--- src/interpolated_random_noise_gen_core_defines.svh ---
// Assertion macros used by the noise generator RTL.
`ifndef INTERPOLATED_RANDOM_NOISE_GEN_CORE_DEFINES_SVH
`define INTERPOLATED_RANDOM_NOISE_GEN_CORE_DEFINES_SVH

// Checks that the consequent holds in the same cycle as the antecedent.
`define IRNG_ASSERT_SAME(label, clock, reset, ante, cons) \
  label: assert property (@(posedge clock) disable iff (reset) (ante) |-> (cons)) \
    else $error("noise generator check failed");

// Checks that the consequent holds in the cycle after the antecedent.
`define IRNG_ASSERT_NEXT(label, clock, reset, ante, cons) \
  label: assert property (@(posedge clock) disable iff (reset) (ante) |=> (cons)) \
    else $error("noise generator check failed");

`endif

--- src/irng_pkg.sv ---
// Package with field widths and shared types of the noise generator.
package irng_pkg;

  localparam int VOLUME_W  = 15;
  localparam int LENGTH_W  = 16;
  localparam int RANDOM_W  = 16;
  localparam int SAMPLE_W  = 16;
  localparam int TARGET_W  = 17;
  localparam int PRODUCT_W = VOLUME_W + RANDOM_W;

  typedef struct packed {
    logic busy;
    logic done;
  } irng_div_status_t;

endpackage

--- src/irng_in_if.sv ---
// Handshake interface that carries one tick word into the noise generator.
interface irng_in_if;
  import irng_pkg::*;

  logic                valid;
  logic                ready;
  logic [VOLUME_W-1:0] volume;
  logic [LENGTH_W-1:0] segment_length;
  logic [RANDOM_W-1:0] random_value;

  modport source (output valid, volume, segment_length, random_value, input ready);
  modport sink (input valid, volume, segment_length, random_value, output ready);
endinterface

--- src/irng_out_if.sv ---
// Handshake interface that carries one sample word out of the noise generator.
interface irng_out_if;
  import irng_pkg::*;

  logic                       valid;
  logic                       ready;
  logic signed [SAMPLE_W-1:0] sample;

  modport source (output valid, sample, input ready);
  modport sink (input valid, sample, output ready);
endinterface

--- src/irng_div.sv ---
// Restoring divider that produces one quotient bit per cycle.
module irng_div #(
  parameter int DIVIDEND_W = 33
) (
  input  logic                            clk,
  input  logic                            rst,
  input  logic                            start,
  input  logic [DIVIDEND_W-1:0]           dividend,
  input  logic [irng_pkg::LENGTH_W-1:0]   divisor,
  output logic [DIVIDEND_W-1:0]           quotient,
  output irng_pkg::irng_div_status_t      status
);
  import irng_pkg::*;

  localparam int CNT_W = $clog2(DIVIDEND_W + 1);

  logic [DIVIDEND_W-1:0] quo;
  logic [LENGTH_W-1:0]   rem;
  logic [LENGTH_W-1:0]   rem_next;
  logic [LENGTH_W-1:0]   divisor_q;
  logic [CNT_W-1:0]      count;
  logic                  busy;
  logic                  done;
  logic [LENGTH_W:0]     rem_sh;
  logic [LENGTH_W:0]     trial;
  logic                  fits;

  always_comb begin
    rem_sh   = {rem, quo[DIVIDEND_W-1]};
    trial    = rem_sh - {1'b0, divisor_q};
    fits     = ~trial[LENGTH_W];
    rem_next = fits ? trial[LENGTH_W-1:0] : rem_sh[LENGTH_W-1:0];
  end

  always_ff @(posedge clk) begin
    if (rst) begin
      busy <= 1'b0;
      done <= 1'b0;
    end else begin
      done <= 1'b0;
      if (start) begin
        quo       <= dividend;
        rem       <= '0;
        divisor_q <= divisor;
        count     <= CNT_W'(DIVIDEND_W);
        busy      <= 1'b1;
      end else if (busy) begin
        quo   <= {quo[DIVIDEND_W-2:0], fits};
        rem   <= rem_next;
        count <= count - 1'b1;
        if (count == CNT_W'(1)) begin
          busy <= 1'b0;
          done <= 1'b1;
        end
      end
    end
  end

  assign quotient    = quo;
  assign status.busy = busy;
  assign status.done = done;
endmodule

--- src/interpolated_random_noise_gen_core.sv ---
// Linear-interpolated random noise generator: one sample word per tick word.
//
// A tick word on req carries a volume, a segment length and a uniform random
// value; rsp returns one signed Q1.15 sample word for each tick word.
// The sample is the saturated sum of the accumulator and the current slope,
// so it is registered and valid in the cycle after the tick word is accepted.
// A tick that ends a segment draws a new target and starts a new slope.
// The new slope comes from a restoring divider that produces one
// quotient bit per cycle, so such a tick keeps req.ready low through ST_MUL,
// ST_PREP and ST_DIV until the quotient is done; other ticks do not.
// The volume and segment length only matter on ticks that draw.
// Reset clears the accumulator, slope, last target, segment limit and position,
// so the first tick after reset draws a new target.
// The sample is held in an output register; a stalled receiver holds it, and
// a new tick word is taken once that register is free or is read in the same
// cycle.
module interpolated_random_noise_gen_core #(
  parameter int EXTRA_FRACTION_BITS = 16
) (
  input  logic        clk,
  input  logic        rst,
  irng_in_if.sink     req,
  irng_out_if.source  rsp
);
  import irng_pkg::*;

  `include "interpolated_random_noise_gen_core_defines.svh"

  localparam int ACC_W   = SAMPLE_W + EXTRA_FRACTION_BITS;
  localparam int DIVW    = TARGET_W + EXTRA_FRACTION_BITS;
  localparam int SLOPE_W = DIVW + 1;
  localparam int SUM_W   = SLOPE_W + 1;

  typedef enum logic [1:0] {
    ST_IDLE,
    ST_MUL,
    ST_PREP,
    ST_DIV
  } state_t;

  state_t                      state;
  logic signed [ACC_W-1:0]     accumulator;
  logic signed [SLOPE_W-1:0]   slope;
  logic signed [TARGET_W-1:0]  last_target;
  logic [LENGTH_W-1:0]         segment_limit;
  logic [LENGTH_W-1:0]         position;
  logic                        out_valid;
  logic signed [SAMPLE_W-1:0]  sample;
  logic [VOLUME_W-1:0]         volume_q;
  logic [RANDOM_W-1:0]         random_q;
  logic [PRODUCT_W-1:0]        product;
  logic                        negative;

  logic                        in_fire;
  logic                        draw;
  logic signed [SUM_W-1:0]     sum;
  logic [SUM_W-ACC_W:0]        sum_top;
  logic signed [ACC_W-1:0]     acc_next;
  logic signed [TARGET_W-1:0]  target;
  logic signed [TARGET_W:0]    diff;
  logic [TARGET_W-1:0]         magnitude;
  logic [DIVW-1:0]             dividend;
  logic [DIVW-1:0]             quotient;
  logic                        div_start;
  irng_div_status_t            div_status;

  assign req.ready = (state == ST_IDLE) && (!out_valid || rsp.ready);
  assign in_fire   = req.valid && req.ready;
  assign draw      = position >= segment_limit;

  always_comb begin
    sum     = SUM_W'(accumulator) + SUM_W'(slope);
    sum_top = sum[SUM_W-1:ACC_W-1];
    if ((&sum_top) || !(|sum_top)) begin
      acc_next = sum[ACC_W-1:0];
    end else if (sum[SUM_W-1]) begin
      acc_next = {1'b1, {(ACC_W-1){1'b0}}};
    end else begin
      acc_next = {1'b0, {(ACC_W-1){1'b1}}};
    end
  end

  always_comb begin
    target    = $signed({1'b0, product[PRODUCT_W-1:VOLUME_W]})
              - $signed({2'b00, volume_q});
    diff      = (TARGET_W + 1)'(target) - (TARGET_W + 1)'(last_target);
    magnitude = diff[TARGET_W] ? TARGET_W'(-diff) : diff[TARGET_W-1:0];
    dividend  = {magnitude, {EXTRA_FRACTION_BITS{1'b0}}};
    div_start = state == ST_PREP;
  end

  irng_div #(
    .DIVIDEND_W(DIVW)
  ) u_div (
    .clk      (clk),
    .rst      (rst),
    .start    (div_start),
    .dividend (dividend),
    .divisor  (segment_limit),
    .quotient (quotient),
    .status   (div_status)
  );

  always_ff @(posedge clk) begin
    if (rst) begin
      state         <= ST_IDLE;
      out_valid     <= 1'b0;
      accumulator   <= '0;
      slope         <= '0;
      last_target   <= '0;
      segment_limit <= '0;
      position      <= '0;
    end else begin
      if (rsp.valid && rsp.ready) begin
        out_valid <= 1'b0;
      end
      case (state)
        ST_IDLE: begin
          if (in_fire) begin
            accumulator <= acc_next;
            sample      <= acc_next[ACC_W-1 -: SAMPLE_W];
            out_valid   <= 1'b1;
            if (draw) begin
              position      <= LENGTH_W'(1);
              volume_q      <= req.volume;
              random_q      <= req.random_value;
              segment_limit <= (req.segment_length == '0) ? LENGTH_W'(1)
                                                           : req.segment_length;
              state         <= ST_MUL;
            end else begin
              position <= position + 1'b1;
            end
          end
        end
        ST_MUL: begin
          product <= PRODUCT_W'(random_q) * PRODUCT_W'(volume_q);
          state   <= ST_PREP;
        end
        ST_PREP: begin
          last_target <= target;
          negative    <= diff[TARGET_W];
          state       <= ST_DIV;
        end
        ST_DIV: begin
          if (div_status.done) begin
            slope <= negative ? -$signed({1'b0, quotient}) : $signed({1'b0, quotient});
            state <= ST_IDLE;
          end
        end
        default: begin
          state <= ST_IDLE;
        end
      endcase
    end
  end

  assign rsp.valid  = out_valid;
  assign rsp.sample = sample;

  `IRNG_ASSERT_NEXT(a_draw_starts_mul, clk, rst, in_fire && draw, state == ST_MUL)
  `IRNG_ASSERT_SAME(a_done_in_div, clk, rst, div_status.done, state == ST_DIV)
  `IRNG_ASSERT_SAME(a_busy_in_div, clk, rst, div_status.busy, state == ST_DIV)
  `IRNG_ASSERT_SAME(a_position_in_range, clk, rst, state == ST_IDLE,
                    position <= segment_limit)
endmodule

--- src/flat_wrapper.sv ---
// flat-port wrapper written by rule: the top's interface ports become plain ports
module interpolated_random_noise_gen_core_flat import irng_pkg::*;
#(
  parameter int EXTRA_FRACTION_BITS = 16
)
  (clk, rst, req_valid, req_volume, req_segment_length, req_random_value, req_ready, rsp_valid, rsp_sample, rsp_ready);
  irng_in_if req_i ();
  irng_out_if rsp_i ();
  input  logic clk;
  input  logic rst;
  input wire logic [$bits(req_i.valid)-1:0] req_valid;
  input wire logic [$bits(req_i.volume)-1:0] req_volume;
  input wire logic [$bits(req_i.segment_length)-1:0] req_segment_length;
  input wire logic [$bits(req_i.random_value)-1:0] req_random_value;
  output wire logic [$bits(req_i.ready)-1:0] req_ready;
  output wire logic [$bits(rsp_i.valid)-1:0] rsp_valid;
  output wire logic [$bits(rsp_i.sample)-1:0] rsp_sample;
  input wire logic [$bits(rsp_i.ready)-1:0] rsp_ready;
  assign req_i.valid = req_valid;
  assign req_i.volume = req_volume;
  assign req_i.segment_length = req_segment_length;
  assign req_i.random_value = req_random_value;
  assign req_ready = req_i.ready;
  assign rsp_valid = rsp_i.valid;
  assign rsp_sample = rsp_i.sample;
  assign rsp_i.ready = rsp_ready;
  interpolated_random_noise_gen_core #(.EXTRA_FRACTION_BITS(EXTRA_FRACTION_BITS)) u_core (.clk(clk), .rst(rst), .req(req_i), .rsp(rsp_i));
endmodule
--- config.mk ---
export PLATFORM = sky130hd
export DESIGN_NAME = interpolated_random_noise_gen_core_flat
export DESIGN_NICKNAME = d
export VERILOG_FILES = /design/src/irng_pkg.sv /design/src/irng_in_if.sv /design/src/irng_out_if.sv /design/src/irng_div.sv /design/src/interpolated_random_noise_gen_core.sv /design/src/flat_wrapper.sv
export VERILOG_INCLUDE_DIRS = /design/src /design/src/src
export SDC_FILE = /design/constraint.sdc
export NUM_CORES = 1
export LEC_CHECK = 0
export ABC_AREA = 1
export ABC_CLOCK_PERIOD_IN_PS = 5450
export BUFFER_PORTS_ARGS = -buffer_cell sky130_fd_sc_hd__buf_2
export CORE_UTILIZATION = 58
export CTS_BUF_LIST = sky130_fd_sc_hd__clkbuf_16
export DETAILED_ROUTE_END_ITERATION = 8
export HOLD_SLACK_MARGIN = 0.1
export PLACE_DENSITY_LB_ADDON = 0.3
export SLEW_MARGIN = 0
export SYNTH_ARGS = -nofsm -noshare
export SYNTH_HDL_FRONTEND = slang
export SYNTH_HIERARCHICAL = 1
export SYNTH_SLANG_ARGS = --single-unit
export TNS_END_PERCENT = 1
--- constraint.sdc ---
create_clock -name clk -period 5.45 [get_ports clk]
set_input_delay 0 -clock clk [delete_from_list [all_inputs] [get_ports clk]]
set_output_delay 0 -clock clk [all_outputs]
set_load 0.02 [all_outputs]
==> metrics.txt, run 1 <==
# TYPE chip_impl_metric gauge
chip_impl_metric{name="floorplan.die_area",unit="sq mm"} 0.0426
chip_impl_metric{name="first_iter_violations",unit=""} 1583
chip_impl_metric{name="drtPass1Iterations",unit=""} 8
chip_impl_metric{name="yosysWarningCount",unit=""} 6
chip_impl_info{name="timing.critical_path.to_type",value="flip-flop"} 1
chip_impl_metric{name="post-place-ws",unit="ns"} -0.349
chip_impl_metric{name="fin_crit_sh",unit="%"} 103
chip_impl_info{name="most_common_library_cell_in_the_layout_ignoring_fill_and_taps",value="sky130_fd_sc_hd__nand2_1"} 1
chip_impl_metric{name="postSynthAreaPerCell",unit="sq um"} 7.62
chip_impl_metric{name="pin_count",unit=""} 69
chip_impl_info{name="timing.critical_path.from_type",value="flip-flop"} 1
chip_impl_metric{name="post-route-cell-area",unit="sq mm"} 0.0284
chip_impl_info{name="outcome",value="complete, but fails checks"} 1
chip_impl_metric{name="grt_pass1_wl",unit="microns"} 106000
chip_impl_metric{name="path_max_fanout",unit=""} 6
chip_impl_metric{name="fillers",unit=""} 3290
chip_impl_metric{name="worst_slew_pin_slew",unit="ns"} 1.15
chip_impl_info{name="failed_checks",value="design-rule violations, negative setup slack"} 1
chip_impl_metric{name="detailed_place_hpwl",unit="microns"} 47500
chip_impl_metric{name="grt_max_degree",unit=""} 79
chip_impl_metric{name="tritoncts.num_buffers",unit=""} 30
chip_impl_metric{name="hold_viol",unit=""} 0
chip_impl_info{name="leading_cell_types_in_the_layout_fill_and_taps_excluded",value="sky130_fd_sc_hd__nand2_1 (796), sky130_fd_sc_hd__inv_1 (648), sky130_fd_sc_hd__nor2_1 (184), sky130_fd_sc_hd__ha_1 (184), sky130_fd_sc_hd__fa_1 (178)"} 1
chip_impl_metric{name="cap_viol_max_count",unit=""} 0
chip_impl_metric{name="globalRouteOverflowTotal",unit=""} 0
chip_impl_metric{name="route.antenna.remaining_nets",unit=""} 0
chip_impl_metric{name="avgViaCountPerCell",unit=""} 5.38
chip_impl_metric{name="detailroute.wirelength.met2",unit="microns"} 31500
chip_impl_metric{name="grt.total_usage",unit="%"} 31.4
chip_impl_info{name="grt_setup_unrepaired",value="true"} 1
chip_impl_info{name="min-delay-path-class",value="input port to flip-flop"} 1
chip_impl_metric{name="drive_above_1_share",unit="%"} 13.2
chip_impl_metric{name="routedLengthMet1",unit="microns"} 26900
chip_impl_metric{name="final.min_clock_period",unit="ns"} 5.63
chip_impl_metric{name="num-nets-final",unit=""} 3873
chip_impl_metric{name="maximum_buffer_depth_of_the_clock_tree",unit=""} 3
chip_impl_metric{name="path_clk_slew",unit="ns"} 0.07
chip_impl_metric{name="initial_utilization",unit="%"} 59.1
chip_impl_metric{name="worst_slew_margin_rel",unit="%"} 23.1
chip_impl_metric{name="met3_wirelength",unit="microns"} 3580
chip_impl_metric{name="required",unit="ns"} 5.80
chip_impl_metric{name="synthesis.instances",unit=""} 3183
chip_impl_metric{name="routed-via-count",unit=""} 21518
chip_impl_metric{name="die_height",unit="microns"} 207
chip_impl_metric{name="mappedNetlistArea",unit="sq mm"} 0.0243
chip_impl_metric{name="area.growth.synth_to_final",unit="%"} 16.9
chip_impl_metric{name="dpl-instance-area",unit="sq mm"} 0.0258
chip_impl_metric{name="grt_antenna_before_repair",unit=""} 0
chip_impl_metric{name="max_clock_freq",unit="MHz"} 178
chip_impl_metric{name="fin_worst_skew",unit="ns"} 0.0137
chip_impl_metric{name="detail_route.wl_per_cell",unit="microns"} 16.3
chip_impl_metric{name="placeableCoreArea",unit="sq mm"} 0.0410
chip_impl_info{name="cts_tree",value="built"} 1
chip_impl_metric{name="core.rowCount",unit=""} 74
chip_impl_metric{name="first_global_vias",unit=""} 22139
chip_impl_metric{name="antenna_cells_inserted",unit=""} 0
chip_impl_metric{name="clk_latency",unit="ns"} 0.60
chip_impl_metric{name="tritoncts_num_sinks",unit=""} 255
chip_impl_metric{name="worst_slack",unit="ns"} -0.183
chip_impl_metric{name="finalMaxSlewViolations",unit=""} 0
chip_impl_metric{name="chipWidth",unit="microns"} 207
chip_impl_metric{name="place_congestion",unit=""} 0.945
chip_impl_metric{name="h-tree-depth",unit=""} 1
chip_impl_metric{name="drc",unit=""} 4
chip_impl_metric{name="detail_route.wirelength",unit="microns"} 65100
chip_impl_metric{name="setup_viol",unit=""} 9
chip_impl_metric{name="arrival",unit="ns"} 5.99
chip_impl_info{name="routed.top_layer",value="met4"} 1
chip_impl_info{name="cts_root_buffer",value="sky130_fd_sc_hd__clkbuf_16"} 1
chip_impl_info{name="setup.worst_path.class",value="flip-flop to flip-flop"} 1
chip_impl_metric{name="port-buffer-count",unit=""} 68
==> stage by stage <==
step / instances / util, % / setup TNS (ns) / hold WS, ns
2_1_floorplan: 3198 / - / -0.0147 / 0.0771
3_3_place_gp: 3811 / 62.8 / -1.88 / 0.177
3_5_place_dp: 3811 / 62.8 / -2.64 / 0.178
4_1_cts: 3981 / 68.3 / -0.242 / 0.101
5_1_grt: 3996 / 69.1 / -3.29 / 0.124
6_report: 3996 / 69.1 / -1.09 / 0.135
==> layout make-up <==
type	instances	area (sq um)	area share (%)
clock buffer	31	776	2.74
clock inverter	25	220	0.777
inverter	665	2500	8.80
multi-input combinational	2180	15400	54.1
sequential	255	6460	22.8
tap	532	666	2.35
timing repair buffer	308	2390	8.43
==> flip-flops by register name, indices dropped and copies added (netlist names) <==
| register | count |
|---|---|
| u_core/slope | 34 |
| u_core/u_div/quotient | 33 |
| u_core/accumulator | 32 |
| u_core/last_target | 17 |
| u_core/position | 16 |
| u_core/product | 16 |
| u_core/random_q | 16 |
| u_core/rsp.sample | 16 |
| u_core/segment_limit | 16 |
| u_core/u_div/divisor_q | 16 |
| u_core/u_div/rem | 16 |
| u_core/volume_q | 15 |
| u_core/u_div/count | 6 |
| u_core/state | 2 |
| u_core/negative | 1 |
| u_core/rsp.valid | 1 |
| u_core/u_div/busy | 1 |
| u_core/u_div/done | 1 |
==> worst paths after layout <==
path / slack [ns] / start / cells past startpoint / to
setup / recovery: -0.18 / u_core/random_q[4] / 21 / u_core/product[27]
hold / removal: 0.14 / req_random_value[2] / 2 / u_core/random_q[2]
setup reg to reg: -0.18 / u_core/random_q[4] / 21 / u_core/product[27]
hold reg to reg: 0.43 / u_core/segment_limit[11] / 0 / u_core/u_div/divisor_q[11]
==> per-layer routing <==
| layer | vias to the layer above | global-route usage (%) |
|---|---|---|
| li1 | 10440 | - |
| met1 | 10210 | 37.9 |
| met2 | 659 | 54.8 |
| met3 | 209 | 4.49 |
| met4 | 0 | 15.0 |
| met5 | - | 0 |
==> repair_timing <==
item,in CTS,in global routing
gates resized for setup,60,59
gates cloned,1,0
endpoints found under the hold margin,57,0
pin swaps,62,42
hold buffers,76,0
setup endpoints to repair,15,16
buffers inserted,37,15
==> worst max-delay path, cell delays in order (launching register included) <==
cell,delay [ns]
sky130_fd_sc_hd__edfxtp_1,0.55
sky130_fd_sc_hd__buf_6,0.20
sky130_fd_sc_hd__nand2_1,0.07
sky130_fd_sc_hd__inv_1,0.07
sky130_fd_sc_hd__fa_1,0.50
sky130_fd_sc_hd__fa_1,0.57
sky130_fd_sc_hd__fa_1,0.45
sky130_fd_sc_hd__fa_1,0.52
sky130_fd_sc_hd__fa_1,0.52
sky130_fd_sc_hd__inv_1,0.05
sky130_fd_sc_hd__fa_1,0.49
sky130_fd_sc_hd__inv_2,0.05
sky130_fd_sc_hd__ha_4,0.23
sky130_fd_sc_hd__buf_4,0.14
sky130_fd_sc_hd__nand2_1,0.07
sky130_fd_sc_hd__buf_4,0.12
sky130_fd_sc_hd__nor2_1,0.04
sky130_fd_sc_hd__nand2_1,0.06
sky130_fd_sc_hd__o211ai_1,0.12
sky130_fd_sc_hd__a221oi_1,0.30
sky130_fd_sc_hd__nand2_1,0.11
sky130_fd_sc_hd__xor2_1,0.15
Power of run 1 is left out: the tool's default activity adds up to more than one toggle a clock period on the data nets, which glitch-free logic cannot reach.
==> run 2, diff against run 1 <==
BUFFER_PORTS_ARGS = default   (was -buffer_cell sky130_fd_sc_hd__buf_2)
DONT_BUFFER_PORTS = 1   (was default)
==> run 2 against run 1 <==
  * The flow still finishes with violations (design-rule violations, negative setup slack)
  * Via count down 1.7%
  * Fmax up 0.78%
  * Global-route usage down 1.0 points
  * Hold slack better by 0.024 ns
  * Cell area down 0.34%
  * Sequential cell count unchanged
  * Critical path type unchanged
  * Largest cell class unchanged
==> metrics.txt, run 2 (synthesized netlist as in run 1, its figures left out) <==
# TYPE chip_impl_metric gauge
chip_impl_info{name="outcome",value="complete, but fails checks"} 1
chip_impl_info{name="failed_checks",value="design-rule violations, negative setup slack"} 1
chip_impl_metric{name="min_delay_path_depth",unit=""} 3
chip_impl_info{name="timing.critical_path.to_type",value="flip-flop"} 1
chip_impl_info{name="critical_path.most_common_cell",value="sky130_fd_sc_hd__fa_1"} 1
chip_impl_metric{name="routed-via-count",unit=""} 21156
chip_impl_metric{name="detailroute.wirelength.met2",unit="microns"} 30900
chip_impl_metric{name="worst_slew_margin_rel",unit="%"} 19.7
chip_impl_info{name="cp_cell_sequence",value="buf_6 > buf_6 > nand2_2 > inv_2 > fa_1 > inv_2 > fa_1 > inv_1 > fa_1 > fa_1 > fa_1 > inv_1 > fa_1 > inv_2 > ha_4 > a21oi_4 > o21ai_2 > a21oi_2 > nand3_4 > a21oi_4 > o21ai_2 > xor2_1"} 1
chip_impl_metric{name="route.antenna.remaining_nets",unit=""} 0
chip_impl_info{name="cts_root_buffer",value="sky130_fd_sc_hd__clkbuf_16"} 1
chip_impl_metric{name="cap_viol_max_count",unit=""} 0
chip_impl_metric{name="drive_above_1_share",unit="%"} 11.4
chip_impl_metric{name="tritoncts.num_buffers",unit=""} 31
chip_impl_metric{name="hold_viol",unit=""} 0
chip_impl_metric{name="final.min_clock_period",unit="ns"} 5.59
chip_impl_metric{name="area.growth.synth_to_final",unit="%"} 16.5
chip_impl_metric{name="grt_pass1_wl",unit="microns"} 103000
chip_impl_metric{name="detailed_place_hpwl",unit="microns"} 47100
chip_impl_metric{name="grt_antenna_before_repair",unit=""} 0
chip_impl_metric{name="final.setup.tns",unit="ns"} -0.911
chip_impl_metric{name="clk_latency",unit="ns"} 0.61
chip_impl_metric{name="setup_viol",unit=""} 10
chip_impl_metric{name="detail_route.wirelength",unit="microns"} 63700
chip_impl_info{name="routed.top_layer",value="met4"} 1
chip_impl_metric{name="drc",unit=""} 3
chip_impl_metric{name="cpPeakStageDelay",unit="ns"} 0.55
chip_impl_metric{name="floorplan.die_area",unit="sq mm"} 0.0426
chip_impl_info{name="cts_tree",value="built"} 1
chip_impl_info{name="worstHoldStart",value="req_segment_length[5]"} 1
chip_impl_metric{name="grt_max_degree",unit=""} 64
chip_impl_metric{name="fin_crit_sh",unit="%"} 103
chip_impl_metric{name="first_global_vias",unit=""} 21338
chip_impl_metric{name="detail_route.wl_per_cell",unit="microns"} 16.2
chip_impl_metric{name="max_clock_freq",unit="MHz"} 179
chip_impl_metric{name="r2r_setup_slk",unit="ns"} -0.14
chip_impl_info{name="setup.worst_path.class",value="flip-flop to flip-flop"} 1
chip_impl_metric{name="fin_worst_skew",unit="ns"} 0.0161
chip_impl_metric{name="first_iter_violations",unit=""} 1552
chip_impl_metric{name="antenna_cells_inserted",unit=""} 0
chip_impl_metric{name="path_max_fanout",unit=""} 7
chip_impl_metric{name="tritoncts_num_sinks",unit=""} 255
chip_impl_info{name="critical_path.top_delay_family",value="adder cells"} 1
chip_impl_metric{name="place_congestion",unit=""} 0.956
chip_impl_info{name="grt_setup_unrepaired",value="true"} 1
chip_impl_metric{name="routedLengthMet1",unit="microns"} 26700
chip_impl_metric{name="num-nets-final",unit=""} 3815
chip_impl_metric{name="grt.total_usage",unit="%"} 30.3
chip_impl_metric{name="worst_slack",unit="ns"} -0.140
chip_impl_metric{name="maximum_buffer_depth_of_the_clock_tree",unit=""} 3
chip_impl_metric{name="h-tree-depth",unit=""} 1
chip_impl_info{name="timing.rr.end",value="u_core/product[30]"} 1
chip_impl_info{name="timing.critical_path.from",value="u_core/volume_q[5]"} 1
chip_impl_metric{name="critical_path.n_buffers_inverters",unit=""} 7
chip_impl_info{name="leading_cell_types_in_the_layout_fill_and_taps_excluded",value="sky130_fd_sc_hd__nand2_1 (801), sky130_fd_sc_hd__inv_1 (649), sky130_fd_sc_hd__ha_1 (184), sky130_fd_sc_hd__nor2_1 (182), sky130_fd_sc_hd__fa_1 (179)"} 1
chip_impl_metric{name="met3_wirelength",unit="microns"} 3520
chip_impl_metric{name="avgViaCountPerCell",unit=""} 5.37
chip_impl_info{name="r2r-start",value="u_core/volume_q[5]"} 1
chip_impl_metric{name="worst_slew_pin_slew",unit="ns"} 1.20
chip_impl_metric{name="core.rowCount",unit=""} 74
chip_impl_metric{name="largest_reg_flops",unit=""} 34
chip_impl_metric{name="arrival",unit="ns"} 5.94
chip_impl_info{name="timing.critical_path.from_type",value="flip-flop"} 1
chip_impl_metric{name="port-buffer-count",unit=""} 0
chip_impl_metric{name="finalMaxSlewViolations",unit=""} 0
chip_impl_info{name="critPathSlowestCell",value="sky130_fd_sc_hd__fa_1"} 1
chip_impl_metric{name="placeableCoreArea",unit="sq mm"} 0.0410
chip_impl_metric{name="r2r_cells",unit=""} 22
chip_impl_metric{name="die_height",unit="microns"} 207
chip_impl_metric{name="drtPass1Iterations",unit=""} 8
chip_impl_metric{name="initial_utilization",unit="%"} 59.1
chip_impl_info{name="min-delay-path-class",value="input port to flip-flop"} 1
chip_impl_metric{name="chipWidth",unit="microns"} 207
chip_impl_metric{name="globalRouteOverflowTotal",unit=""} 0
chip_impl_info{name="registers.top_by_ff_count",value="u_core/slope"} 1
chip_impl_info{name="worstHoldEndpoint",value="u_core/segment_limit[5]"} 1
chip_impl_metric{name="path_clk_slew",unit="ns"} 0.06
chip_impl_info{name="most_common_library_cell_in_the_layout_ignoring_fill_and_taps",value="sky130_fd_sc_hd__nand2_1"} 1
chip_impl_metric{name="required",unit="ns"} 5.80
chip_impl_metric{name="post-place-ws",unit="ns"} -0.333
chip_impl_metric{name="pin_count",unit=""} 69
==> run 2: cell count changes in the layout (fill, tap and decap cells not counted), moves of 5 or more <==
cell	before	now
sky130_fd_sc_hd__nand2_1	796	801
sky130_fd_sc_hd__dlygate4sd3_1	76	88
sky130_fd_sc_hd__clkinv_1	9	4
sky130_fd_sc_hd__buf_4	147	135
sky130_fd_sc_hd__buf_2	69	3
sky130_fd_sc_hd__nand2_2	40	33
==> run 2: repair_timing <==
action,in CTS,in global routing
gates cloned,1,0
pin swaps,62,38
resized for setup,76,43
hold buffers,89,0
endpoints found under the setup margin,12,15
setup buffers,37,10
endpoints found under the hold margin,194,0
==> run 2: area by class of cell <==
| class | instances | area [sq um] |
|---|---|---|
| timing repair buffer | 249 | 2190 |
| tap | 532 | 666 |
| fill | 3249 | 12800 |
| sequential | 255 | 6460 |
| inverter | 665 | 2500 |
| multi-input combinational | 2180 | 15400 |
| clock buffer | 31 | 776 |
| clock inverter | 27 | 293 |
==> run 2: worst max path at each step <==
| stage | endpoint | slack, ns | depth (start not counted) |
|---|---|---|---|
| 2_1_floorplan | u_core/product[28] | -0.009 | 23 |
| 3_3_place_gp | u_core/product[29] | -0.27 | 21 |
| 3_5_place_dp | u_core/product[30] | -0.33 | 20 |
| 4_1_cts | u_core/product[26] | -0.01 | 23 |
| 5_1_grt | u_core/product[30] | -0.32 | 22 |
| 6_report | u_core/product[30] | -0.14 | 22 |
==> run 2: stage by stage <==
step	hold slack [ns]	std cells	utilization [%]	area [sq um]
after floorplan	0.0771	3198	-	24400
after global placement	0.0864	3744	62.0	25400
after detailed placement	0.0864	3744	62.0	25400
after CTS	0.107	3929	68.3	28000
after global routing	0.144	3939	68.9	28300
final	0.159	3939	68.9	28300
==> run 2: routing by layer <==
| metal | up-vias | global-route usage [%] |
|---|---|---|
| met1 | 10045 | 37.8 |
| met3 | 170 | 3.83 |
| met2 | 625 | 53.1 |
| li1 | 10316 | - |
| met5 | - | 0 |
| met4 | 0 | 12.0 |
==> run 2: worst reg2reg max path, stage by stage, from the launching register on <==
cell	delay, ns
sky130_fd_sc_hd__edfxtp_1	0.43
sky130_fd_sc_hd__buf_6	0.17
sky130_fd_sc_hd__buf_6	0.12
sky130_fd_sc_hd__nand2_2	0.05
sky130_fd_sc_hd__inv_2	0.05
sky130_fd_sc_hd__fa_1	0.55
sky130_fd_sc_hd__inv_2	0.04
sky130_fd_sc_hd__fa_1	0.49
sky130_fd_sc_hd__inv_1	0.05
sky130_fd_sc_hd__fa_1	0.53
sky130_fd_sc_hd__fa_1	0.44
sky130_fd_sc_hd__fa_1	0.51
sky130_fd_sc_hd__inv_1	0.05
sky130_fd_sc_hd__fa_1	0.49
sky130_fd_sc_hd__inv_2	0.05
sky130_fd_sc_hd__ha_4	0.26
sky130_fd_sc_hd__a21oi_4	0.17
sky130_fd_sc_hd__o21ai_2	0.10
sky130_fd_sc_hd__a21oi_2	0.20
sky130_fd_sc_hd__nand3_4	0.13
sky130_fd_sc_hd__a21oi_4	0.22
sky130_fd_sc_hd__o21ai_2	0.09
sky130_fd_sc_hd__xor2_1	0.14
Power of run 2 is left out for the same reason.
